--- src/sv/bpfa_mod.sv ---
// Iterative remainder unit: one restoring division step per cycle.
module bpfa_mod #(
  parameter int Width = 14
) (
  input  logic             clk,
  input  logic             rst,
  input  logic             start,
  input  logic [Width-1:0] dividend,
  input  logic [Width-1:0] divisor,
  output logic             done,
  output logic [Width-1:0] remainder
);

  localparam int CntW = $clog2(Width + 1);

  logic             run;
  logic [CntW-1:0]  cnt;
  logic [Width-1:0] quo;
  logic [Width-1:0] dsr;
  logic [Width:0]   trial;

  // Shift in the next dividend bit and subtract when it fits
  always_comb begin
    trial = {remainder, quo[Width-1]};
    if (trial >= {1'b0, dsr}) begin
      trial = trial - {1'b0, dsr};
    end
  end

  // Control
  always_ff @(posedge clk) begin
    if (rst) begin
      run  <= 1'b0;
      done <= 1'b0;
      cnt  <= '0;
    end else begin
      done <= 1'b0;
      if (start) begin
        run <= 1'b1;
        cnt <= '0;
      end else if (run) begin
        cnt <= cnt + CntW'(1);
        if (32'(cnt) == Width - 1) begin
          run  <= 1'b0;
          done <= 1'b1;
        end
      end
    end
  end

  // Datapath
  always_ff @(posedge clk) begin
    if (start) begin
      quo       <= dividend;
      dsr       <= divisor;
      remainder <= '0;
    end else if (run) begin
      quo       <= quo << 1;
      remainder <= trial[Width-1:0];
    end
  end

endmodule

--- config.mk ---
export PLATFORM = sky130hd
export DESIGN_NAME = bpfa_mod
export DESIGN_NICKNAME = d
export VERILOG_FILES = /design/src/sv/bpfa_mod.sv
export SDC_FILE = /design/constraint.sdc
export NUM_CORES = 1
export LEC_CHECK = 0
export BUFFER_PORTS_ARGS = -buffer_cell sky130_fd_sc_hd__buf_2
export CAP_MARGIN = 20
export CORE_ASPECT_RATIO = 0.5
export CORE_UTILIZATION = 56
export DETAILED_ROUTE_END_ITERATION = 8
export GPL_TIMING_DRIVEN = 0
export PLACE_DENSITY = 0.91
export SLEW_MARGIN = 20
export SYNTH_ARGS = -nofsm -noshare
export SYNTH_HDL_FRONTEND = slang
export SYNTH_SLANG_ARGS = --single-unit
--- constraint.sdc ---
create_clock -name clk -period 3.4 [get_ports clk]
set_clock_uncertainty 0.15 [all_clocks]
set_input_delay 0.68 -clock clk [delete_from_list [all_inputs] [get_ports clk]]
set_output_delay 0.68 -clock clk [all_outputs]
set_load 0.05 [all_outputs]
# Word-level counts from Yosys, hierarchy flattened
# Index checks and enable logic that the tools add are counted.
# totals
elab_cells,21
out_inout_bits,15
input_bits,31
register_bits,48
# classes
n_reduce_logical,3
addsub,2
n_eq_ne,1
n_lt_le_gt_ge,1
muxes,7
bitwise,1
# ops
operator,count
$mux 14,3
$ge 15x14->1,1
$sub 14x14->14,1
$add 4x1->4 const B,1
$eq 4x4->1 const B,1
$mux 1,4
$reduce_or 3->1,1
$reduce_bool 2->1,1
$reduce_or 2->1,1
$not 1->1,1

# Depth between registers and ports, before layout
# Gate-level depths: netlist of the first run.
# logic_depth
ltp_word,4
ltp_mapped,11
depth_no_buf,11

# Worst setup path before layout of the first run
# Ideal clock, no wire load.
# synth_path
path_kind,reg2reg
startpoint,register remainder[7]
endpoint,register remainder[10]
setup_slack_ns,0.643
arrival_time_ns,2.521
path_buffers,1
stages_incl_launch_ff,9
required_time_ns,3.164
cell_sequence,dfxtp_1 > ha_1 > a21o_1 > a31o_1 > a211o_1 > a41o_4 > buf_12 > mux2i_1 > a211oi_1
# synth_between
elab_chain_len,2
# synth_rtl
element,line,source
"start, declared",11,output logic [Width-1:0] remainder
"start signal, assigned",59,remainder <= trial[Width-1:0];
$sub 14x14->14 or $ge 15x14->1 (tied branches),"26, 25",
$mux 14 *,25,"if (trial >= {1'b0, dsr}) begin"
# Mark *: on every way between the ends. The rest lies on a longest branch, timed or not.
# A chain may end at the register's enable or synchronous reset.

# Worst setup path in the final report of the first run
# layout_path
startpoint,register quo[13]
endpoint,register remainder[10]
# layout_between
elab_chain_len,2
# layout_rtl
element,line,source
"start, declared",18,logic [Width-1:0] quo;
"start signal, assigned",54,quo <= dividend;
"start signal, assigned",58,quo <= quo << 1;
$sub 14x14->14 or $ge 15x14->1 (tied branches),"26, 25",
$mux 14 *,25,
# Marked as above.

==> impl_metrics.tcl, run 1 <==
set metrics [dict create \
    status "completed" \
    hold_depth 2 \
    grt_pass1_vias 1946 \
    placed_cells 356 \
    crit_slowest_cell "a311oi_1" \
    drt-total-wl_microns 5400 \
    drv_cap 0 \
    root_buffer "clkbuf_8" \
    crit_chain "inv_1 -> ha_1 -> inv_1 -> fa_1 -> a21o_1 -> a311oi_1 -> o211ai_1 -> o211ai_1 -> xnor2_1 -> mux2i_1 -> a211oi_1" \
    die_y_microns 51.0 \
    cts_tree "done" \
    route.detailed.drc 0 \
    dieWidth_microns 100 \
    synth_seq_cells 48 \
    power_density_nw_per_um2 519 \
    critPathBufInv 2 \
    core_sq_um 4510 \
    endpoint_kind "flop" \
    drtIter0Drc 107 \
    grt_setup_unrepaired "false" \
    worstSetupPathType "flop to flop" \
    first_pass_iters 4 \
    worstPathMaxFanout 3 \
    reg2reg_depth 11 \
    vdd_drop_max_uv 302 \
    worst_ep_required_time_ps 3480 \
    slew_headroom_pct 56.2 \
    antenna_found_initial 0 \
    num_rows 17 \
    setup_viol 0 \
    global_route.usage.met2_pct 37.4 \
    ios 46 \
    grt_use_met1_pct 29.0 \
    avgSynthCellArea_sq_um 11.0 \
    cts-buffers-inserted 5 \
    ctsHtreeMaxLevel 2 \
    clock-sinks 48 \
    clkLatencyLatePin_ps 310 \
    post-cts-setup-buffers 0 \
    whs_ps 361 \
    hold_buffers 0 \
    worstPathArrival_ps 2890 \
    grt_usage_pct 22.7 \
    p_leak_nw 1.32 \
    ys_types 47 \
    grt_use_met3_pct 5.75 \
    fin_nets 345 \
    grt_overflow 0 \
    vias 2013 \
    clk_pin_slew_ps 90 \
    fin_crit_sh_pct 82.6 \
    busiest_layer "met2" \
    numPortBuffers 45 \
    ys_seq_area_share_pct 46.2 \
    final_cell_count_no_fill 364 \
    routabilityCongestion 0.883 \
    path_delay_family "compound AO/OA/AOI/OAI gates" \
    ant_nets 0 \
    n_antenna_cell 0 \
    vias_per_cell 5.53 \
    area_growth_pct 15.8 \
    max_freq_ghz 0.356 \
    max-clock-path-buffers 2 \
    die-area_sq_um 5090 \
    syn_area_sq_um 2690 \
    postSynthCellCount 245 \
    hold_viol 0 \
    min_path_type "flop to flop" \
    critPathMaxStageDelay_ps 460 \
    critPathLaunchType "flop" \
    wl_per_cell_microns 14.8 \
    drv_slew 0 \
    hpwlAfterDp_microns 3910 \
    grt_start_max_net_pins 19 \
    setup_tns_ps 0 \
    cp.depth 11 \
    finalCoreUtilization_pct 69.0 \
    start_util_pct 59.6 \
    grt_first_pass_wirelength_microns 8800 \
    period_needed_ps 2810 \
    synth_fp_nets 293 \
    layout-drive-gt1-share_pct 29.9 \
    ctsResizeCount 0 \
    ys_warn_count 0 \
    worstMarginPinSlew_ps 657 \
]
[path summary, 6_finish.rpt]
kind	start	end	slack [ps]
hold reg to reg	remainder[2]	remainder[2]	360
hold / removal	remainder[2]	remainder[2]	360
setup / recovery	quo[13]	remainder[10]	590
setup reg to reg	quo[13]	remainder[10]	590
[registers in the layout, summed over array words and instances, names as in the netlist]
name,flops
remainder,14
dsr,14
cnt,4
quo,14
run,1
done,1
[metrics by stage]
step	total power, W	setup WS (ps)	cell area (sq um)
after global placement	0.00118	721	2990
after floorplan	0.00109	643	2690
final	0.00161	591	3110
after CTS	0.00161	608	3110
after global routing	0.00169	366	3110
after detailed placement	0.00119	642	2990
[worst reg2reg max path: stages, from the launching register on]
cell and delay [ps]:
edfxtp_1 400, inv_1 80, ha_1 150, inv_1 50, fa_1 400, a21o_1 230, a311oi_1 460, o211ai_1 160
o211ai_1 130, xnor2_1 140, mux2i_1 130, a211oi_1 230
[cell families after synthesis]
family,count (synthesis),share of synthesized area [%]
simple gates,57,10.4
xor+xnor,13,4.24
compound gates,61,18.1
fa+ha+maj,17,8.20
buf+inv,30,5.17
flops,48,46.2
mux,19,7.69
[cells in the mapped netlist (all sizes together)]
cell	count	share of area (%)
mux2i	6	2.2
or2	2	0.47
o211ai	8	2.2
nor2b	1	0.23
and3	2	0.47
or3	1	0.23
and2	2	0.47
a21oi	12	2.2
xnor2	9	2.9
buf	5	1.7
ha	16	7.5
nor4	1	0.23
o21ai	12	3.5
fa	1	0.75
nor3	4	0.75
clkbuf	5	0.70
a31oi	2	0.47
a31o	2	0.65
o21a	1	0.28
a21o	5	1.4
edfxtp	28	31
nand4b	1	0.33
nand2	12	2.0
a211oi	12	4.5
a311oi	2	0.65
o22a	1	0.33
a41o	2	1.2
xor2	4	1.3
o41a	1	0.42
a211o	1	0.33
nor2	21	2.9
mux2	13	5.4
inv	20	2.8
nand4	3	0.70
dfxtp	20	15
nand2b	5	1.2
nand3	2	0.37
[area by class of cell]
cell class                      count  area [sq um]
Buffer                             10          63.8
Clock buffer                        5          68.8
Clock inverter                      3          47.5
Fill cell                         338          1400
Inverter                           20          75.1
Multi-Input combinational cell    167          1310
Sequential cell                    48          1240
Tap cell                           66          82.6
Timing Repair Buffer               45           225
[per-layer routing]
metal  up-vias  routed length, microns
li1       1000                       -
met1       945                    2450
met2        61                    2520
met3         7                     367
met4         0                      66
met5         -                       0
[report_power, final]
| group | internal [W] | switching (W) |
|---|---|---|
| Combinational | 0.000195 | 0.000290 |
| Sequential | 0.000670 | 0.0000305 |
| Clock | 0.000222 | 0.000206 |
[cells in the final DEF (no fill, tap or decap), drive strengths merged, types with 3 or more instances in the layout]
master and n:
xor2 4, nand4 3, a21oi 12, clkbuf 10
nand2 12, nand2b 5, edfxtp 28, a21o 5
dfxtp 20, o211ai 8, nor3 4, o21ai 12
mux2 13, inv 20, buf 50, xnor2 9
ha 16, nor2 21, a211oi 12, mux2i 6
(Power assumes the default switching activity.)
==> inputs of run 2 (changes only) <==
==> constraint.sdc (replaced) <==
create_clock -name clk -period 2.72 [get_ports clk]
set_clock_uncertainty 0.15 [all_clocks]
set_input_delay 0.544 -clock clk [delete_from_list [all_inputs] [get_ports clk]]
set_output_delay 0.544 -clock clk [all_outputs]
set_load 0.05 [all_outputs]
==> run 2 against run 1 <==
Effect of this change:
- global-route usage is 0.15 points lower
- wire length is 3.6% higher
- register-to-register slack worse by 510 ps
- core utilization is 0.31 points higher
- combinational power is 30% higher
- flip-flop and latch count stayed put
- critical path depth stayed put
- die area stayed put
- largest power group unchanged
- highest routed layer unchanged
==> impl_metrics.tcl, run 2 (same netlist as run 1, synthesis figures left out) <==
set metrics [dict create \
    clk_pin_slew_ps 90 \
    fin_nets 349 \
    finalCoreUtilization_pct 69.3 \
    ctsHtreeMaxLevel 2 \
    hpwlAfterDp_microns 3980 \
    worst_ep_required_time_ps 2780 \
    drv_slew 0 \
    setup_viol 0 \
    dieWidth_microns 100 \
    first_pass_iters 4 \
    min_path_type "primary input to flop" \
    die_y_microns 51.0 \
    routabilityCongestion 0.884 \
    final_common_cell "buf_2" \
    fin_crit_sh_pct 97.0 \
    cts_tree "done" \
    drv_cap 0 \
    drtIter0Drc 153 \
    grt_pass1_vias 1925 \
    status "completed" \
    route.detailed.drc 0 \
    ios 46 \
    power_density_nw_per_um2 619 \
    n_fill_cell 346 \
    clock-sinks 48 \
    critPathMaxStageDelay_ps 390 \
    num_rows 17 \
    hold_viol 0 \
    start_util_pct 59.6 \
    endpoint_kind "flop" \
    critPathLaunchType "flop" \
    grt_start_max_net_pins 19 \
    worstSetupPathType "flop to flop" \
    cp.depth 11 \
    power_w 0.00193 \
    cts-buffers-inserted 5 \
    worstMarginPinSlew_ps 715 \
    reg2reg_depth 11 \
    ant_nets 0 \
    crit_chain "inv_1 -> ha_1 -> inv_1 -> fa_2 -> a21o_1 -> a311oi_2 -> o211ai_1 -> o211ai_1 -> xnor2_1 -> mux2i_1 -> a211oi_1" \
    core_sq_um 4510 \
    seqCellArea_sq_um 1240 \
    max-clock-path-buffers 2 \
    period_needed_ps 2640 \
    vdd_drop_max_uv 374 \
    crit_slowest_cell "edfxtp_1" \
    vias 2099 \
    max_freq_ghz 0.379 \
    p_leak_nw 1.33 \
    multiInputGateArea_sq_um 1320 \
    grt_usage_pct 22.6 \
    die-area_sq_um 5090 \
    wl_per_cell_microns 15.2 \
    slew_headroom_pct 52.4 \
    grt_first_pass_wirelength_microns 8740 \
    clkLatencyLatePin_ps 310 \
    n_antenna_cell 0 \
    antenna_found_initial 0 \
    root_buffer "clkbuf_8" \
    critPathBufInv 2 \
    path_delay_family "compound AO/OA/AOI/OAI gates" \
    vias_per_cell 5.70 \
    area_growth_pct 16.3 \
    reg_top3 "dsr (14), quo (14), remainder (14)" \
    final_cell_mix "buf_2 (47), edfxtp_1 (28), nor2_1 (21)" \
    worstPathMaxFanout 3 \
    worstPathArrival_ps 2700 \
    grt_overflow 0 \
    numPortBuffers 45 \
    hold_buffers 0 \
    setup_tns_ps 0 \
    hold_depth 2 \
    layout-drive-gt1-share_pct 32.5 \
    drt-total-wl_microns 5590 \
]
## run 2: worst paths after layout
kind	from	end	slack (ps)
min reg2reg	cnt[3]	done	350
min	rst	run	250
max reg2reg	quo[13]	remainder[10]	80
max	quo[13]	remainder[10]	80
## run 2: worst reg2reg max path, cell delays in order (launching register included)
cell      delay [ps]
edfxtp_1         390
inv_1             70
ha_1             160
inv_1             60
fa_2             360
a21o_1           220
a311oi_2         370
o211ai_1         130
o211ai_1         130
xnor2_1          140
mux2i_1          120
a211oi_1         240
## run 2: report_power, final
group	internal, W	switching, W
sequential	0.000838	0.0000388
combinational	0.000260	0.000373
clock	0.000180	0.000245
total	0.00128	0.000657
## run 2: repair_timing
| action | in CTS | in global routing |
|---|---|---|
| setup buffers | 0 | 4 |
| pin swaps | 1 | 6 |
| gates resized for setup | 1 | 2 |
| hold endpoints to repair | 0 | 0 |
| setup endpoints to repair | 1 | 1 |
## run 2: per-layer routing
metal | GRT usage [%] | up-vias | wire (microns)
met2 | 37.6 | 88 | 2640
met1 | 28.6 | 992 | 2520
met4 | 9.07 | 0 | 95
li1 | - | 1006 | -
met5 | 0 | - | 0
met3 | 5.61 | 13 | 337
## run 2: layout make-up
type / count / share of cell area [%]
tap: 66 / 2.64
sequential: 48 / 39.8
timing repair buffer: 49 / 8.17
multi-input combinational: 167 / 42.2
inverter: 20 / 2.40
clock inverter: 2 / 0.400
clock buffer: 6 / 2.32
buffer: 10 / 2.04
## run 2: per-stage QoR
step	std cells	cell area, sq um	setup WS [ps]	hold slack [ps]
2_1_floorplan	245	2690	38.1	312
3_3_place_gp	356	3000	41.4	342
3_5_place_dp	356	3000	-67.8	335
4_1_cts	364	3090	0.118	245
5_1_grt	368	3120	-34.4	246
6_report	368	3120	82.9	248
