**src/sv/bpfa_ram.sv**
```systemverilog
// Generic single-clock RAM: one write port, one read port, registered read.
module bpfa_ram #(
  parameter int Width = 8,
  parameter int Depth = 16,
  localparam int AddrW = (Depth > 1) ? $clog2(Depth) : 1
) (
  input  logic             clk,
  input  logic             we,
  input  logic [AddrW-1:0] waddr,
  input  logic [Width-1:0] wdata,
  input  logic [AddrW-1:0] raddr,
  output logic [Width-1:0] rdata
);

  logic [Width-1:0] mem [Depth];

  // Write, then register the read word
  always_ff @(posedge clk) begin
    if (we) begin
      mem[waddr] <= wdata;
    end
    rdata <= mem[raddr];
  end

endmodule

```
**config.mk**
```make
export PLATFORM = sky130hd
export DESIGN_NAME = bpfa_ram
export DESIGN_NICKNAME = d
export VERILOG_FILES = /design/src/sv/bpfa_ram.sv
export SDC_FILE = /design/constraint.sdc
export NUM_CORES = 1
export LEC_CHECK = 0
export CELL_PAD_IN_SITES_DETAIL_PLACEMENT = 0
export CELL_PAD_IN_SITES_GLOBAL_PLACEMENT = 1
export CORE_MARGIN = 3
export CORE_UTILIZATION = 40
export DETAILED_ROUTE_END_ITERATION = 8
export DONT_BUFFER_PORTS = 1
export GPL_TIMING_DRIVEN = 0
export PLACE_DENSITY = 0.57
export SETUP_SLACK_MARGIN = 0.1
export SLEW_MARGIN = 20
export SYNTH_ARGS = -nofsm -noshare
export SYNTH_HDL_FRONTEND = slang
export SYNTH_SLANG_ARGS = --single-unit
```
**constraint.sdc**
```tcl
create_clock -name clk -period 2.1 [get_ports clk]
set_clock_uncertainty 0.05 [all_clocks]
set_input_delay 0.42 -clock clk [delete_from_list [all_inputs] [get_ports clk]]
set_output_delay 0.42 -clock clk [all_outputs]
set_load 0.02 [all_outputs]
```
# Word level (Yosys, flattened, before mapping)
# Memories as Yosys holds them, arrays and structs flattened. A register that Yosys moved wholly into a read port is not among the register bits.
# Index checks and enable logic that the tools add are counted.
dict set report op_classes {
  mux 2
  add_sub_neg 0
  div_mod_pow 0
  n_eq_ne 0
  n_lt_le_gt_ge 0
  shifts 0
  n_reduce_logical 0
  mul 0
  bitwise_logic 0
}
# cell count
set ops {}
lappend ops {{$mux 1} 2}
dict set report totals {
  reg_bits 0
  mem_bits_rw 128
  output_inout_bits 8
  romBits 0
  latch_bits 0
  wordCells 3
  mem_count 1
  inputBits 18
}
# name depth word_bits read_ports rd_ports_with_merged_regs write_ports line_no
set memory_table {}
lappend memory_table {mem 16 8 1 1 1 15} ;# logic [Width-1:0] mem [Depth];

# Depth between registers and ports, before layout
# Gate-level depths: netlist of run 1.
dict set report depth {
  depth_word 2
  depth_mapped 5
  ltp_nobuf 3
}

# Least setup slack after synthesis of run 1
# Ideal clock, no wire load.
dict set report synth_timing {
  path_type {input -> register}
  from {input waddr[2]}
  to {memory mem[0][0], enable pin}
  n_path_buf 0
  t_required_ns 1.667
  path_slack_ns 0.137
  cell_stages 2
  setup_ns 0.383
  arrival_ns 1.530
  cell_sequence {or3b_2 -> nor3_1}
}
# item line_no
set synth_lines {}
lappend synth_lines {{start, declared} 9} ;# input logic [AddrW-1:0] waddr,
lappend synth_lines {{end, declared} 15}
# No word-level cell before the write port.

# Worst setup path in the final report of run 1
dict set report layout_timing {
  from {input waddr[2]}
  to {memory mem[2][0], enable pin}
}
# No word-level cell before the write port.

==> results of run 1 <==
[Yosys cell counts]
master	number
clkdlybuf4s25_2	3
nand2_1	9
buf_6	3
mux4_1	14
dfxtp_1	8
a22oi_1	16
nor2_1	13
mux4_2	18
and2b_1	1
nor2b_1	1
buf_4	1
edfxtp_1	128
or3b_2	1
and2_1	1
nor3_1	4
nand3_1	1
buf_2	3
nand2b_1	2
nand3b_1	2
[flip-flops by register name (all words and copies together) (netlist names)]
| name | flops |
|---|---|
| rdata | 8 |
| mem | 128 |
[per-stage QoR]
| step | instances | hold slack [ps] | instance area (sq um) | power [mW] | worst slack, ps |
|---|---|---|---|---|---|
| 2_1_floorplan | 229 | 469 | 5150 | 3.28 | 137 |
| 3_3_place_gp | 397 | 470 | 5360 | 3.34 | -328 |
| 3_5_place_dp | 397 | 470 | 5380 | 3.35 | -22.1 |
| 4_1_cts | 429 | 36.6 | 5950 | 6.14 | 413 |
| 5_1_grt | 429 | 29.5 | 5950 | 6.29 | 427 |
| 6_report | 429 | 51.7 | 5950 | 6.09 | 425 |
[path summary, 6_finish.rpt]
check / endpoint / slack, ps / cells past startpoint
hold / removal: mem[4][4] / 50 / 0
hold reg to reg: rdata[3] / 630 / 3
setup reg to reg: rdata[7] / 640 / 3
setup / recovery: mem[2][0] / 430 / 2
[layout make-up]
cell class,count,area share
sequential,136,0.673
multi-input combinational,83,0.181
clock buffer,23,0.0841
tap,168,0.0353
buffer,10,0.0145
clock inverter,9,0.0118
[routing by layer]
layer | part of all wire | wire length, microns | vias up | global-route usage
met3 | 0.061 | 613 | 15 | 0.0413
met5 | 0 | 0 | - | 0
met4 | 0.018 | 177 | 0 | 0.0687
met2 | 0.48 | 4830 | 66 | 0.225
met1 | 0.44 | 4400 | 1173 | 0.208
li1 | - | - | 1012 | -
[cell families (layout without fill, tap and decap cells)]
logic type | after synthesis | count (layout) | synth area share
flops | 136 | 136 | 0.778
buf+inv | 10 | 42 | 0.0168
simple gates | 35 | 35 | 0.0318
mux | 32 | 32 | 0.150
compound gates | 16 | 16 | 0.0233
[worst reg2reg max path: cells and delay by family (launching register included)]
kind	cells	cell delay (ps)
AO/OA/AOI/OAI	1	340
flip-flops	1	360
AND/OR/NAND/NOR	1	90
multiplexers	1	510
[power by group through the flow]
stage	registers (mW)	logic (mW)	clock network, mW
after floorplan	3.13	0.154	0
after global placement	3.13	0.212	0
after detailed placement	3.13	0.214	0
after CTS	3.08	0.215	2.85
after global routing	3.08	0.226	2.98
final	3.08	0.210	2.80
==> run summary, run 1 <==
The run finished with clean final reports. The per-instance average area after synthesis came out at 22.5 sq um. In the final timing run, aggregate negative setup slack is 0 ps. The filler cells instantiated in the layout total 1054. The final-report setup violation count is 0. The initial standard-cell utilization of the core is 0.418. The synthesized area came out at 5150 sq um.

The minimum clock period came out at 1670 ps. Setup repair after global routing left no endpoint under its margin. The number of levels in the clock H-tree came out at 4. The area of the die is 14300 sq um. The count of final hold-check violations is 0.

The detailed-route DRC error count came out at 0. The required time reported for the critical path endpoint came out at 2080 ps. Summed over all nets, the switching power comes to 1.17 mW. The final estimated routing congestion in global placement came out at 0.662. The setup path with the least slack is of type in2reg. Counting every sink on the clock net gives 136. The floorplan core area came out at 12300 sq um. Using the TritonRoute via totals, the vias-per-cell ratio works out to 5.28.

The internal portion of total power is 4.92 mW. At the later pin of the worst-skew pair, clock insertion delay measures 410 ps. The floorplan has 40 rows. The clock share of power came out at 0.461.

Of the total power, registers draw 0.505. After clock tree synthesis, the clock-pin slew on the worst setup and hold paths is 60 ps. The combinational share of power came out at 0.034. The min-delay analysis places its worst path in the category in2reg. Summed over all layers, the global routing overflow is 0.

The sequential cell area fraction in the yosys report came out at 0.778. Measured against its own limit, the worst slew margin works out to 0.411. The ratio of total power to cell area is 1020 nW/um^2. The number of global-route vias before repair is 2324. The count of cells resized by post-cts repair is 0. The layout net count is 266.

The synthesized design spends more area on one cell type than any other, namely edfxtp_1. The final cell utilization of the core came out at 0.483. Of the total power, the share spent switching nets is 0.192. The count of buffers from port buffering is 0. The first global-routing pass estimated 14700 microns of wire. The count of distinct cell types in the synthesized netlist came out at 19. After synthesis, the cell types taking the most area are edfxtp_1 75%, mux4_2 7.9%, mux4_1 7.1%. The cell sitting at the root of the clock tree is a clkbuf_16.

The multi-input combinational cells in the finished layout cover a total of 1080 sq um. The maximum clock rate came out at 0.597 GHz. The synthesized instance count came out at 229. The height of the chip is 119 microns. The maximum count of clock buffers along a single path is 2.

The worst setup path is captured at a flip-flop. TritonCTS built the clock tree. The synthesized netlist net count came out at 247. VDD sags by at most 0.526 mV. The maximum fanout along the worst path came out at 8. The fraction of layout instances using a drive strength above 1 is 0.238.

After the first detailed-routing iteration, the DRC count stood at 146. The overall fraction of global-route tracks in use is 0.151. The sequential standard cell area is 4000 sq um. The remaining number of nets flagged by the antenna check after routing is 0. The max-slew violation count is 0.

The half-perimeter wire length after placement is 6340 microns. The area fraction of the dominant cell type after synthesis came out at 0.747. The die boundary width is 119 microns. The data arrival time of the critical path came out at 1650 ps. The worst setup path is launched from an input port. The number of detailed-route iterations in the first pass came out at 4. The final worst-path cycle share came out at 0.798.

On the critical path the largest part of the delay comes from simple AND/OR/NAND/NOR gates. The library cells used most frequently in the layout, excluding fill and tap cells, are 128 x edfxtp_1, 19 x clkbuf_16, 18 x mux4_2. The largest single stage delay on the critical path is 700 ps. The number of buffers inserted by post-CTS setup repair is 0. The leading cell type in the layout, fill and taps excluded is edfxtp_1. The cts-stage hold buffer count came out at 0.

Buffers inserted during clock tree synthesis total 17. For this run, the number of Yosys warnings is 0. The signal on the critical path passes through or3b_2 -> nor2_1. Across the run, the number of max-cap violations was 0. For this design the top-level I/O count stands at 26. Relative to the synthesized area, the layout overhead comes to 15.6%.

The critical path contains buffers and inverters numbering 0 combined. The number of storage elements in the synthesis netlist came out at 136. In this run the most critical hold path is launched from wdata[4]. The total via count in the routed design is 2266.

The largest net degree at the start of global routing is 17. For this design the static power due to leakage is 1.94 nW. The slowest library cell on the worst path is nor2_1. 0 antenna diodes ended up in the layout. The number of antenna violations at the first check in global routing is 0. The startpoint identified for the worst register-to-register timing path is mem[7][7].

The transition time of the tightest slew-check pin is 880 ps. The first element of the critical path is waddr[2]. After detailed routing, the average wire length per cell comes to 23.4 microns. The final wirelength is 10000 microns.
(Power assumes the default switching activity.)
==> run 2, diff against run 1 <==
- clock period: 2.1 -> 1.55 ns (I/O delays scaled with it)
==> run 2 against run 1 <==
Effect of this change: critical endpoint is now rdata[7]; total power up 48%; critical path depth is 1 higher; sequential power rose by 35%; count of clock-buffer cells in the layout decreased by 5; first-iteration DRC count decreased by 7.5%; clock power grew 60%; non-clock buffer count up 8; sequential share of layout area is 2.5 points lower; utilization rose by 1.9 points; via count rose by 0.13%; global-route usage rose by 0.60 points; flip-flop and latch count is the same.
==> run summary, run 2 (same netlist as run 1, synthesis figures left out) <==
The run finished with clean final reports. Walking the worst path, the cells encountered are mux4_2 -> a22oi_2 -> nand2_1. In the routed design, unresolved DRC markers number 0.

For the worst-skew pair, the clock arrives at the later sink with an insertion delay of 420 ps. The worst setup path is of the reg2reg kind. The count of nets left with antenna violations once routing finished came out at 0. The critical path buffer and inverter count came out at 0. The total placed cells including tap cells came out at 397. The first-pass GRT wire length came out at 15300 microns. The maximum count of clock buffers along a single path came out at 2.

The maximum clock rate is 0.731 GHz. The maximum single-stage delay on the critical path came out at 470 ps. Among cell families on the critical path, the largest total delay comes from multiplexers. The number of detailed-route iterations in the first pass came out at 4.

The sequential standard cell area is 4000 sq um. The tool flagged a number of max-cap violations equal to 0. The final-report setup violation count came out at 0. In the layout the commonest cells are 128 x edfxtp_1, 18 x mux4_2, 17 x clkbuf_16. The met1 global-route usage came out at 0.224. The clock transition time at the flip-flop clock pins of the worst setup and hold paths came out at 60 ps. The global routing stage identified its most utilized layer as met1. After the first detailed-routing iteration, the DRC count stood at 135. The setup slack on the worst flop-to-flop path came out at 180 ps. The max-slew violation count is 0. The number of levels in the clock H-tree is 4. More flip-flops sit in one register than any other, and that register is mem.

The worst voltage drop across the vdd grid came out at 0.806 mV. The initial standard-cell utilization of the core is 0.418. Dividing the final minimum period by the clock period gives 0.882.

The largest registers in the layout are mem (128), rdata (8). The number of antenna cells inserted came out at 0. Across all layers, the routed design uses 2269 vias. The clock net in this run drives a total of 136 sinks. The floorplan core area came out at 12300 sq um. The internal portion of total power came out at 7.31 mW. The non-filler instance count after layout is 437. The per-cell via count in the routed design came out at 5.19. The met2 usage in global routing is 0.223. The required time reported for the critical path endpoint is 1800 ps. The count of fill cells added during filler insertion came out at 1035. For this block, the routed nets add up to 10300 microns of wire. The wire-length estimate of the detail-placed layout is 6420 microns. At the end of the flow the core is filled with cells to 0.502. STA classifies the critical path startpoint as a flip-flop. The total I/O pin count came out at 26. The fraction of layout instances using a drive strength above 1 came out at 0.275. After layout, the design draws a total of 9.03 mW. The relative slew slack is 0.455. In the global route stage, overall resource usage came out at 0.157. The average detailed-routed wire length per instance is 23.6 microns.

The count of final hold-check violations is 0. The clock share of power is 0.497. The tree is rooted in a clkbuf_16. The number of CTS-inserted buffers is 17. From synthesis to final layout, the design area changed by 20.0%. The worst path needs 1370 ps of the cycle, external delays included. The height of the chip is 119 microns. The count of buffers from port buffering is 0.

The transition time of the tightest slew-check pin came out at 814 ps. For met3 alone, demand over resource in global routing was 0.0451. The final estimated routing congestion in global placement came out at 0.683.

The maximum fanout along the worst path is 1. The layout net count came out at 274. The area of the multi-input gates is 1120 sq um.

The class of the tightest hold or removal check is in2reg. The die covers 14300 sq um. From left edge to right edge, the die measures 119 microns. Setup repair after global routing left no endpoint under its margin. The number of global-route vias before repair is 2316.

The part of the power in registers came out at 0.462. The analysis attributes to net switching a power of 1.72 mW. Entering global routing, the biggest net connects 17 pins. The combinational share of power is 0.041. The floorplan has 40 rows. Of the total power, the share spent switching nets is 0.190. The number of flip-flops in the largest register is 128. STA puts the critical path data arrival time at 1620 ps.

In this run the post-CTS setup repair buffer count came out at 0. The slowest library cell on the worst path is mux4_2. The total overflow left after global routing is 0. The library cell used most frequently in the layout, excluding fill and tap cells, is edfxtp_1.

The standby leakage power is 2.01 nW. The nature of the critical path endpoint is a flip-flop. TritonCTS built the clock tree. Dividing total power by cell area gives a power density of 1460 nW/um^2. The number of antenna violations at the first check in global routing came out at 0.
## run 2: path summary, 6_finish.rpt
path | depth (start not counted) | end | start
min | 1 | mem[0][6] | waddr[1]
max reg2reg | 3 | rdata[7] | mem[2][7]
max | 3 | rdata[7] | mem[2][7]
min reg2reg | 3 | rdata[2] | mem[8][2]
## run 2: per-layer routing
layer / up-vias / share of wire
met3: 18 / 0.053
met4: 0 / 0.025
met2: 51 / 0.46
li1: 1029 / -
met1: 1171 / 0.46
met5: - / 0
## run 2: through the flow
step	area, sq um	TNS (ps)	setup WS (ps)	hold WS, ps
3_3_place_gp	5400	-12070	-287	360
5_1_grt	6180	0	129	65.0
4_1_cts	6150	0	109	65.0
3_5_place_dp	5400	-12350	-284	360
6_report	6180	0	182	82.1
2_1_floorplan	5190	0	53.5	359
## run 2: cell type report
cell class,count,area share
buffer,10,0.0152
clock buffer,18,0.0711
clock inverter,14,0.0369
multi-input combinational,83,0.182
sequential,136,0.648
tap,168,0.0340
timing repair buffer,8,0.0130
## run 2: power by group through the flow
stage	registers [mW]	logic, mW	clock network, mW
2_1_floorplan	4.24	0.216	0
3_3_place_gp	4.24	0.296	0
3_5_place_dp	4.25	0.296	0
4_1_cts	4.17	0.369	4.57
5_1_grt	4.17	0.400	4.73
6_report	4.17	0.369	4.49
## run 2: timing repair
| action | in CTS | in global routing |
|---|---|---|
| hold endpoints to repair | 128 | 0 |
| endpoints found under the setup margin | 1 | 5 |
| gates resized for setup | 1 | 5 |
| hold buffers | 8 | 0 |
## run 2: worst reg2reg max path: stages, from the launching register on
cell and delay [ps]:
edfxtp_1 360, mux4_2 470, a22oi_2 300, nand2_1 80
